## src/rtl/mme_pkg.sv

```systemverilog
`timescale 1ns / 1ps

package mme_pkg;

   // fixed field widths
   localparam int ACTION_WIDTH = 2;
   localparam int INDEX_WIDTH  = 3;
   localparam int VALUE_WIDTH  = 16;
   localparam int PROD_WIDTH   = 40;
   localparam int SIZE_WIDTH   = 4;
   localparam int CSR_IDX_WIDTH = 2;

   // request actions
   localparam logic [ACTION_WIDTH-1:0] ACT_WRITE_A = 2'd0;
   localparam logic [ACTION_WIDTH-1:0] ACT_WRITE_B = 2'd1;
   localparam logic [ACTION_WIDTH-1:0] ACT_READ    = 2'd2;

   // response status codes
   localparam logic STAT_OK    = 1'b0;
   localparam logic STAT_RANGE = 1'b1;

   // register indexes
   localparam logic [CSR_IDX_WIDTH-1:0] CSR_ROWS_OF_A  = 2'd0;
   localparam logic [CSR_IDX_WIDTH-1:0] CSR_INNER_SIZE = 2'd1;
   localparam logic [CSR_IDX_WIDTH-1:0] CSR_COLS_OF_B  = 2'd2;

   localparam logic [SIZE_WIDTH-1:0] SIZE_RESET = 4'd8;

   typedef struct packed {
      logic [ACTION_WIDTH-1:0]       action;
      logic [INDEX_WIDTH-1:0]        row;
      logic [INDEX_WIDTH-1:0]        col;
      logic signed [VALUE_WIDTH-1:0] value;
   } req_type;

   typedef struct packed {
      logic signed [PROD_WIDTH-1:0] product;
      logic                         status;
   } rsp_type;

   // controller to datapath
   typedef struct packed {
      logic capture;
      logic issue;
      logic load_rsp;
   } cmd_type;

   // datapath to controller
   typedef struct packed {
      logic start_mac;
      logic last_k;
      logic pipe_busy;
   } stat_type;

endpackage

```

## src/rtl/mme_datapath.sv

```systemverilog
`timescale 1ns / 1ps

module mme_datapath #(
   parameter int MAX_DIM    = 8,
   parameter int ELEM_WIDTH = 16
) (
   input  logic                                  clock,
   input  logic                                  reset,
   input  mme_pkg::req_type                      req_data,
   input  logic                                  csr_write_en,
   input  logic [mme_pkg::CSR_IDX_WIDTH-1:0]     csr_index,
   input  logic [mme_pkg::SIZE_WIDTH-1:0]        csr_wdata,
   input  mme_pkg::cmd_type                      cmd,
   output mme_pkg::stat_type                     status,
   output mme_pkg::rsp_type                      rsp_data
);

   localparam int DEPTH  = MAX_DIM * MAX_DIM;
   localparam int AW     = $clog2(DEPTH);
   localparam int MUL_W  = 2 * ELEM_WIDTH;
   localparam logic [mme_pkg::SIZE_WIDTH-1:0] SIZE_CAP =
      mme_pkg::SIZE_WIDTH'((MAX_DIM > 15) ? 15 : MAX_DIM);

   logic [mme_pkg::SIZE_WIDTH-1:0] rows_ff, rows_in;
   logic [mme_pkg::SIZE_WIDTH-1:0] inner_ff, inner_in;
   logic [mme_pkg::SIZE_WIDTH-1:0] cols_ff, cols_in;
   logic [mme_pkg::SIZE_WIDTH-1:0] eff_nr, eff_nk, eff_nc;
   logic [mme_pkg::SIZE_WIDTH-1:0] row_x, col_x;
   logic                           in_a, in_b, in_p, req_ok;
   logic                           wr_a, wr_b;
   logic [AW-1:0]                  wr_addr, rd_a_addr, rd_b_addr;
   logic [ELEM_WIDTH-1:0]          wr_val;
   logic [mme_pkg::VALUE_WIDTH-1:0] value_bits;

   logic [ELEM_WIDTH-1:0]          mem_a [DEPTH];
   logic [ELEM_WIDTH-1:0]          mem_b [DEPTH];

   logic [mme_pkg::INDEX_WIDTH-1:0] row_ff, col_ff;
   logic [mme_pkg::SIZE_WIDTH-1:0]  k_ff, k_in;
   logic signed [ELEM_WIDTH-1:0]    a_rd_ff, b_rd_ff;
   logic                            rd_vld_ff, mul_vld_ff;
   logic signed [MUL_W-1:0]         mul_ff;
   logic signed [mme_pkg::PROD_WIDTH-1:0] acc_ff, acc_in;
   logic                            stat_ff;
   mme_pkg::rsp_type                rsp_ff;

   // size registers
   always_comb begin
      rows_in  = rows_ff;
      inner_in = inner_ff;
      cols_in  = cols_ff;
      if (csr_write_en) begin
         case (csr_index)
            mme_pkg::CSR_ROWS_OF_A:  rows_in  = csr_wdata;
            mme_pkg::CSR_INNER_SIZE: inner_in = csr_wdata;
            mme_pkg::CSR_COLS_OF_B:  cols_in  = csr_wdata;
            default: ;
         endcase
      end
   end

   always_ff @(posedge clock) begin
      if (reset) begin
         rows_ff  <= mme_pkg::SIZE_RESET;
         inner_ff <= mme_pkg::SIZE_RESET;
         cols_ff  <= mme_pkg::SIZE_RESET;
      end else begin
         rows_ff  <= rows_in;
         inner_ff <= inner_in;
         cols_ff  <= cols_in;
      end
   end

   // sizes clamp at the store dimension, at most 15
   assign eff_nr = (rows_ff  > SIZE_CAP) ? SIZE_CAP : rows_ff;
   assign eff_nk = (inner_ff > SIZE_CAP) ? SIZE_CAP : inner_ff;
   assign eff_nc = (cols_ff  > SIZE_CAP) ? SIZE_CAP : cols_ff;

   // range check of the incoming request
   assign row_x = {1'b0, req_data.row};
   assign col_x = {1'b0, req_data.col};
   assign in_a  = (row_x < eff_nr) && (col_x < eff_nk);
   assign in_b  = (row_x < eff_nk) && (col_x < eff_nc);
   assign in_p  = (row_x < eff_nr) && (col_x < eff_nc);

   always_comb begin
      case (req_data.action)
         mme_pkg::ACT_WRITE_A: req_ok = in_a;
         mme_pkg::ACT_WRITE_B: req_ok = in_b;
         mme_pkg::ACT_READ:    req_ok = in_p;
         default:              req_ok = 1'b0;
      endcase
   end

   assign wr_a = cmd.capture && (req_data.action == mme_pkg::ACT_WRITE_A) && in_a;
   assign wr_b = cmd.capture && (req_data.action == mme_pkg::ACT_WRITE_B) && in_b;

   assign value_bits = req_data.value;
   assign wr_val     = ELEM_WIDTH'(value_bits);
   assign wr_addr    = AW'(int'(req_data.row) * MAX_DIM + int'(req_data.col));
   assign rd_a_addr  = AW'(int'(row_ff) * MAX_DIM + int'(k_ff));
   assign rd_b_addr  = AW'(int'(k_ff) * MAX_DIM + int'(col_ff));

   // element stores, one write or one read per cycle each
   always_ff @(posedge clock) begin
      if (wr_a) begin
         mem_a[wr_addr] <= wr_val;
      end
      if (cmd.issue) begin
         a_rd_ff <= mem_a[rd_a_addr];
      end
   end

   always_ff @(posedge clock) begin
      if (wr_b) begin
         mem_b[wr_addr] <= wr_val;
      end
      if (cmd.issue) begin
         b_rd_ff <= mem_b[rd_b_addr];
      end
   end

   // request capture and inner index
   always_comb begin
      k_in = k_ff;
      if (cmd.capture) begin
         k_in = '0;
      end else if (cmd.issue) begin
         k_in = k_ff + 1'b1;
      end
   end

   always_ff @(posedge clock) begin
      k_ff <= k_in;
      if (cmd.capture) begin
         row_ff  <= req_data.row;
         col_ff  <= req_data.col;
         stat_ff <= req_ok ? mme_pkg::STAT_OK : mme_pkg::STAT_RANGE;
      end
   end

   // multiply then accumulate, wrapping at the product width
   always_ff @(posedge clock) begin
      if (reset) begin
         rd_vld_ff  <= 1'b0;
         mul_vld_ff <= 1'b0;
      end else begin
         rd_vld_ff  <= cmd.issue;
         mul_vld_ff <= rd_vld_ff;
      end
   end

   always_ff @(posedge clock) begin
      mul_ff <= a_rd_ff * b_rd_ff;
   end

   always_comb begin
      acc_in = acc_ff;
      if (cmd.capture) begin
         acc_in = '0;
      end else if (mul_vld_ff) begin
         acc_in = acc_ff + mme_pkg::PROD_WIDTH'(mul_ff);
      end
   end

   always_ff @(posedge clock) begin
      acc_ff <= acc_in;
   end

   // output register
   always_ff @(posedge clock) begin
      if (cmd.load_rsp) begin
         rsp_ff.product <= acc_ff;
         rsp_ff.status  <= stat_ff;
      end
   end

   assign rsp_data         = rsp_ff;
   assign status.start_mac = (req_data.action == mme_pkg::ACT_READ) && in_p &&
                             (eff_nk != '0);
   assign status.last_k    = ((k_ff + 1'b1) == eff_nk);
   assign status.pipe_busy = rd_vld_ff || mul_vld_ff;

   // a new request only lands on an empty multiply pipeline
   a_capture_empty: assert property (@(posedge clock) disable iff (reset)
      cmd.capture |-> !rd_vld_ff && !mul_vld_ff)
      else $error("request captured while multiply pipeline busy");

   // the result is taken only after the last product was summed
   a_load_empty: assert property (@(posedge clock) disable iff (reset)
      cmd.load_rsp |-> !rd_vld_ff && !mul_vld_ff)
      else $error("result loaded before accumulation finished");

endmodule

```

## src/rtl/mme_ctrl.sv

```systemverilog
`timescale 1ns / 1ps

module mme_ctrl (
   input  logic               clock,
   input  logic               reset,
   input  logic               req_valid,
   output logic               req_ready,
   output logic               rsp_valid,
   input  logic               rsp_ready,
   input  mme_pkg::stat_type  status,
   output mme_pkg::cmd_type   cmd
);

   typedef enum logic [3:0] {
      ST_IDLE  = 4'b0001,
      ST_RUN   = 4'b0010,
      ST_DRAIN = 4'b0100,
      ST_DONE  = 4'b1000
   } state_type;

   state_type state_ff, state_in;
   logic      rsp_valid_ff, rsp_valid_in;

   // sequencing of one request
   always_comb begin
      state_in     = state_ff;
      rsp_valid_in = rsp_valid_ff;
      cmd          = '0;
      if (rsp_valid_ff && rsp_ready) begin
         rsp_valid_in = 1'b0;
      end
      case (state_ff)
         ST_IDLE: begin
            if (req_valid) begin
               cmd.capture = 1'b1;
               state_in    = status.start_mac ? ST_RUN : ST_DONE;
            end
         end
         ST_RUN: begin
            cmd.issue = 1'b1;
            if (status.last_k) begin
               state_in = ST_DRAIN;
            end
         end
         ST_DRAIN: begin
            if (!status.pipe_busy) begin
               state_in = ST_DONE;
            end
         end
         ST_DONE: begin
            if (!rsp_valid_ff || rsp_ready) begin
               cmd.load_rsp = 1'b1;
               rsp_valid_in = 1'b1;
               state_in     = ST_IDLE;
            end
         end
         default: state_in = ST_IDLE;
      endcase
   end

   always_ff @(posedge clock) begin
      if (reset) begin
         state_ff     <= ST_IDLE;
         rsp_valid_ff <= 1'b0;
      end else begin
         state_ff     <= state_in;
         rsp_valid_ff <= rsp_valid_in;
      end
   end

   assign req_ready = (state_ff == ST_IDLE);
   assign rsp_valid = rsp_valid_ff;

   // a good read with a nonzero inner size goes to the multiply loop
   a_start_run: assert property (@(posedge clock) disable iff (reset)
      req_valid && req_ready && status.start_mac |=> state_ff == ST_RUN)
      else $error("read did not enter the multiply loop");

   // drain ends as soon as the pipeline is empty
   a_drain_done: assert property (@(posedge clock) disable iff (reset)
      state_ff == ST_DRAIN && !status.pipe_busy |=> state_ff == ST_DONE)
      else $error("drain did not finish on empty pipeline");

   // a new result appears only from the done state
   a_rsp_from_done: assert property (@(posedge clock) disable iff (reset)
      $rose(rsp_valid_ff) |-> $past(state_ff) == ST_DONE)
      else $error("result raised outside done state");

endmodule

```

## src/rtl/matrix_multiply_engine.sv

```systemverilog
`timescale 1ns / 1ps
// writes and rejected requests: result loaded in the done state once the
//   receiver has taken the previous one; next request taken back in idle
// reads: one multiply-accumulate per cycle through registered store reads,
//   a registered multiplier and the accumulator; one read at a time
// reset: size registers return to 8, no result pending, stores keep old contents
module matrix_multiply_engine #(
   parameter int MAX_DIM    = 8,
   parameter int ELEM_WIDTH = 16
) (
   input  logic                              clock,
   input  logic                              reset,
   input  logic                              req_valid,
   output logic                              req_ready,
   input  mme_pkg::req_type                  req_data,
   output logic                              rsp_valid,
   input  logic                              rsp_ready,
   output mme_pkg::rsp_type                  rsp_data,
   input  logic                              csr_write_en,
   input  logic [mme_pkg::CSR_IDX_WIDTH-1:0] csr_index,
   input  logic [mme_pkg::SIZE_WIDTH-1:0]    csr_wdata
);

   mme_pkg::cmd_type  cmd;
   mme_pkg::stat_type status;

   // sequencer
   mme_ctrl u_ctrl (
      .clock     (clock),
      .reset     (reset),
      .req_valid (req_valid),
      .req_ready (req_ready),
      .rsp_valid (rsp_valid),
      .rsp_ready (rsp_ready),
      .status    (status),
      .cmd       (cmd)
   );

   // stores, multiply-accumulate and size registers
   mme_datapath #(
      .MAX_DIM    (MAX_DIM),
      .ELEM_WIDTH (ELEM_WIDTH)
   ) u_datapath (
      .clock        (clock),
      .reset        (reset),
      .req_data     (req_data),
      .csr_write_en (csr_write_en),
      .csr_index    (csr_index),
      .csr_wdata    (csr_wdata),
      .cmd          (cmd),
      .status       (status),
      .rsp_data     (rsp_data)
   );

endmodule

```

## config.mk

```make
export PLATFORM = sky130hd
export DESIGN_NAME = matrix_multiply_engine
export DESIGN_NICKNAME = d
export VERILOG_FILES = /design/src/rtl/mme_pkg.sv /design/src/rtl/mme_datapath.sv /design/src/rtl/mme_ctrl.sv /design/src/rtl/matrix_multiply_engine.sv
export SDC_FILE = /design/constraint.sdc
export NUM_CORES = 2
export LEC_CHECK = 0
export ABC_AREA = 1
export BUFFER_PORTS_ARGS = -buffer_cell sky130_fd_sc_hd__clkbuf_2
export CORE_ASPECT_RATIO = 1.25
export CORE_UTILIZATION = 44
export DETAILED_ROUTE_END_ITERATION = 8
export PLACE_DENSITY = 0.57
export SYNTH_ARGS = -nofsm -noshare
export SYNTH_HDL_FRONTEND = slang
export SYNTH_HIERARCHICAL = 1
export SYNTH_SLANG_ARGS = --single-unit
```

## constraint.sdc

```tcl
create_clock -name clock -period 8.4 [get_ports clock]
set_clock_uncertainty 0.2 [all_clocks]
set_input_delay 0.84 -clock clock [delete_from_list [all_inputs] [get_ports clock]]
set_output_delay 0.84 -clock clock [all_outputs]
set_load 0.02 [all_outputs]
```

Word-level counts from Yosys, hierarchy flattened
Memory sizes are Yosys's and may differ from the RTL's. A register that Yosys moved wholly into a read port is not among the register bits.
Cells that the tools add are included.
Widths: inputs -> output; s select.
- $add $sub $neg: 5
- $mul: 1
- order comparisons: 7
- equal/unequal tests: 13
- muxes and demuxes: 23
- reduce and logical (&&, ||, !) cells: 20
- operators by type and width (cell ; count):
    $add 40x32->40 ; 1
    $mul 16x16->32 ; 1
    $mux 4 ; 8
    $lt 3x4->1 ; 4
    $pmux 4 s4 ; 1
    $mux 1 ; 13
    $add 6x3->6 ; 2
    $gt 4x4->1 const B ; 3
    $logic_and 1x1->1 ; 10
    $add 6x4->6 ; 1
    $ne 2x2->1 const B ; 3
    $reduce_and 2->1 ; 3
    $add 4x1->4 const B ; 1
    $eq 2x1->1 const B ; 2
    $eq 2x2->1 const B ; 2
    $eq 4x1->1 const B ; 1
    $eq 4x2->1 const B ; 1
    $eq 4x3->1 const B ; 1
    $eq 4x4->1 ; 1
    $eq 4x4->1 const B ; 1
    $logic_not 2->1 ; 2
    $reduce_and 4->1 ; 1
    $reduce_bool 4->1 ; 1
    $pmux 1 s3 ; 1
    3 further kinds ; 4
- bits in registers: 143
- bits in writable memories: 2048
- memories kept: 2
- memories (memory ; depth ; bits a word ; rd ports ; clocked after memory_dff ; wr ports ; RTL line ; RTL):
    u_datapath.mem_a ; 64 ; 16 ; 1 ; 1 ; 1 ; mme_datapath.sv:35 ; logic [ELEM_WIDTH-1:0] mem_a [DEPTH];
    u_datapath.mem_b ; 64 ; 16 ; 1 ; 1 ; 1 ; mme_datapath.sv:36 ; logic [ELEM_WIDTH-1:0] mem_b [DEPTH];

Longest topological paths before layout
- word-level depth: 9
- gate-level depth with buffers: 26
- mapped depth without buffers: 24

Hierarchy
Netlist, hierarchy kept.
- by module, submodules not included (module ; instances ; cells each ; area an instance (µm²)):
    mme_datapath ; 1 ; 8630 ; 99789.5
    mme_ctrl ; 1 ; 50 ; 304.0

Worst setup path after synthesis
Ideal clock, no wire load.
- kind: flip-flop to flip-flop
- start point: register u_datapath.b_rd_ff[2], read port of u_datapath.mem_b
- end point: register u_datapath.mul_ff[28]
- setup time: 0.126 ns
- arrival time: 5.580 ns
- data required time: 8.074 ns
- setup slack: 2.494 ns
- cell stages (with the launch flop): 21
- buffers on the path: 2
- period minus slack after synthesis: 5.906 ns
- cells stage by stage: edfxtp_1 > clkbuf_1 > clkbuf_1 > nand2_1 > fa_1 > inv_1 > fa_1 > inv_1 > fa_1 > inv_1 > fa_1 > fa_1 > inv_1 > fa_1 > inv_1 > ha_1 > a21oi_1 > o21ai_0 > a211oi_1 > o211ai_1 > xor2_1
- cells in the longest elaborated chain, start to end: 1
- RTL lines (item ; RTL line ; RTL):
    start, declared ; mme_datapath.sv:40 ; logic signed [ELEM_WIDTH-1:0] a_rd_ff, b_rd_ff;
    $mul 16x16->32 ; mme_datapath.sv:154 ; mul_ff <= a_rd_ff * b_rd_ff;
    end signal, assigned ; mme_datapath.sv:154 ;
    end, declared ; mme_datapath.sv:42 ; logic signed [MUL_W-1:0] mul_ff;
No other way between the ends.
A chain may end at the register's enable or synchronous reset.

Worst setup path after layout
- start point: register u_datapath.b_rd_ff[4], read port of u_datapath.mem_b
- end point: register u_datapath.mul_ff[28]
The elaborated chain is that of the path after synthesis.

==> run_results.csv <==
group,metric,value,unit
run_status,outcome,"completed",
logic_synthesis,syn_area,100100,sq um
logic_synthesis,synthArstFlopShare,0,%
clock_tree,cts_max_level,4,
hold_path,worstHoldStart,"csr_wdata[3]",
final_layout,fillCellCount,20170,
final_layout,multiInputGateArea,29640,sq um
clock_tree,cts_tree,"yes",
power,p_leak,39.81,nW
final_layout,utilization,48.76,%
worst_setup_path,cp-end-kind,"flop",
clock_tree,cts.sinks,2223,
placement,placed_area,103400,sq um
clock_tree,cts_buffer_depth,4,
final_layout,nNetsFinal,9065,
final_layout,layout_commonest_cell,"edfxtp_1",
logic_synthesis,yosysUniqueCellTypes,47,
final_layout,area_growth,10.07,%
floorplanning,die-area,229400,sq um
clock_tree,cts_buffers,218,
sta,worst_slew_pin_slew,1299,ps
power,p_per_area,243.7,nW/um^2
clock_tree,path_clk_slew,60,ps
worst_setup_path,crit_buf_inv,5,
logic_synthesis,ys.warnings.count,6,
floorplanning,core,225900,sq um
worst_setup_path,slowest_stage,"edfxtp_1",
logic_synthesis,synth_edf_count,2128,
grt,grt_pass1_vias,65980,
logic_synthesis,synth_flop_cell,"edfxtp_1",
run,maxCapViolations,0,
clock_tree,cts_setup_buffers,0,
clock_tree,clk_latency,890,ps
sta,setup_viol,0,
floorplanning,die_y,535.3,microns
logic_synthesis,ys_seq_area_share,65.74,%
route,detail-route-antenna-nets,0,
clock_tree,cts_resized,0,
route,drt-initial-drc-count,6313,
final_layout,layout-drive-gt1-share,6.917,%
sta,rsz0062_at_grt,"false",
sta,slew_viol_final,0,
floorplanning,pin_count,78,
sta,fmaxAchievable,154.6,MHz
route,drt-pass1-iter-count,5,
logic_synthesis,synth_seq_cells,2223,
route,viasPerCell,5.708,
worst_setup_path,timing.rr.start,"u_datapath/b_rd_ff[4]",
worst_setup_path,cp-start-kind,"flop",
grt,grt_max_degree,224,
logic_synthesis,synth_top_area_share,63.84,%
route,via_count,67160,
grt,grt_pass1_wl,428600,microns
worst_setup_path,critPathArrivalTime,7010,ps
worst_setup_path,cp_top_family,"adder cells",
placement,dp_hpwl,170600,microns
logic_synthesis,synthCells,8680,
placement,port_buffers,77,
sta,final_hold_viol_count,0,
final_layout,layout_common_cells,"edfxtp_1, nor2_1, o21ai_0",
grt,grt_antenna_before_repair,7,
route,drt_wl_total,290000,microns
floorplanning,start_util,44.30,%
final_layout,fin_area,110200,sq um
worst_setup_path,cp_max_fo,16,
floorplanning,die_w,428.6,microns
grt,grt_overflow_total,0,
logic_synthesis,synth.area.top_cells,"edfxtp_1, o21ai_0, nor2_1, fa_1, nand2_1",
worst_setup_path,critical_path_required,8950,ps
placement,gp_congestion,0.8958,
route,wl_per_cell,24.64,microns
grt,gr-usage-all-layers,24.81,%
worst_setup_path,path_class,"flop to flop",
logic_synthesis,synthesis.nets,9110,
logic_synthesis,avgSynthCellArea,11.53,sq um
sta,fin_crit,6467,ps
clock_tree,cts_root_buffer,"clkbuf_16",
final_layout,regArea,65820,sq um
route,drcViolationCount,0,
worst_setup_path,startpoint,"u_datapath/b_rd_ff[4]",
power,irDropWorstVdd,0.1715,mV
sta,setup-tns-final,0,ps
sta,slew_headroom,13.31,%
floorplanning,rows,195,
hold_path,min_path_type,"input pin to flop",
worst_setup_path,crit_top_cell,"fa_1",
worst_setup_path,worstPathCellList,"nand2_1 -> fa_1 -> inv_1 -> fa_1 -> inv_1 -> fa_1 -> inv_1 -> fa_1 -> fa_1 -> inv_1 -> fa_1 -> inv_1 -> ha_1 -> a21oi_1 -> o21ai_0 -> a211oi_1 -> o211ai_1 -> xor2_1",
logic_synthesis,synth_largest_area_cell,"edfxtp_1",
worst_setup_path,cpPeakStageDelay,850,ps
sta,fin_crit_sh,76.99,%
## power by group
part | total (mW) | switching, mW | internal [mW]
Combinational | 5.01 | 3.47 | 1.54
Clock | 9.44 | 4.15 | 5.29
Sequential | 12.4 | 0.113 | 12.3
Total | 26.9 | 7.73 | 19.1
## flip-flops by register name, indices dropped and copies added (netlist names)
name                   count
u_ctrl/rsp_valid           1
u_ctrl/state_ff            4
u_datapath/a_rd_ff        16
u_datapath/acc_ff         40
u_datapath/b_rd_ff        16
u_datapath/col_ff          3
u_datapath/cols_ff         4
u_datapath/inner_ff        4
u_datapath/k_ff            4
u_datapath/mem_a        1024
u_datapath/mem_b        1024
u_datapath/mul_ff         32
u_datapath/mul_vld_ff      1
u_datapath/rd_vld_ff       1
u_datapath/row_ff          3
u_datapath/rows_ff         4
u_datapath/rsp_data       41
u_datapath/stat_ff         1
## worst paths after layout
kind                            depth (start not counted)                     to  slack (ps)
worst max-delay path                                   18  u_datapath/mul_ff[28]        1930
worst min-delay path                                    3  u_datapath/rows_ff[3]          60
worst max register to register                         18  u_datapath/mul_ff[28]        1930
worst min register to register                          2  u_datapath/mul_vld_ff         220
## metal layers
metal	track usage [%]	share of wire [%]	up-vias
li1	-	-	30300
met1	32.04	41	34160
met2	42.99	50	2227
met3	2.598	5.4	483
met4	9.593	3.9	0
met5	0	0	-
## final cells by class
class | count | area share (%)
antenna | 8 | 0.01817
clock buffer | 278 | 5.203
clock inverter | 111 | 0.8961
inverter | 604 | 2.097
multi-input combinational | 5331 | 26.90
sequential | 2223 | 59.74
tap | 2955 | 3.356
timing repair buffer | 257 | 1.785
## kinds of logic after synthesis
group	after synthesis	synth area share [%]
DFF	2223	65.74
AOI/OAI and AO/OA	1932	10.41
and+or+nand+nor	2946	11.65
buffers and inverters	1126	4.780
adders and majority gates	395	6.910
xor gates and xnor gates	58	0.5075
## cells in the mapped netlist, types with 3 or more instances
library cell,instances
nand4_1,25
and2_1,17
xor2_1,39
nor2_1,1435
a21boi_0,4
o21ai_1,83
buf_4,20
a21oi_1,153
ha_1,132
buf_6,40
nand2_1,1101
or2_2,6
buf_2,130
inv_2,5
edfxtp_1,2128
dfxtp_1,95
o211ai_1,10
xnor2_1,19
buf_1,28
o21bai_1,14
a21o_1,5
fa_1,263
inv_1,597
nor3_1,23
a211oi_1,3
nand3_1,326
nor2_2,3
o21ai_0,1140
clkbuf_1,302
o22ai_1,512
## through the flow
stage	std cells	hold slack (ps)	worst slack [ps]	power, mW
finish	11770	58.30	1933	26.85
CTS	11760	7.358	1976	27.05
detailed placement	11370	209.0	1969	17.66
floorplan	8680	200.3	2494	15.95
global route	11760	55.37	1601	27.99
global placement	11370	208.6	1856	17.65
## worst min-delay path: stages
cell and delay [ps]:
clkbuf_2 130, nand2_1 60, o211ai_1 60
## what timing repair did
action,4_1_cts,5_1_grt
setup endpoints to repair,0,0
hold endpoints to repair,4,0
hold buffers,3,0
Power figures use the tool's default switching activity.
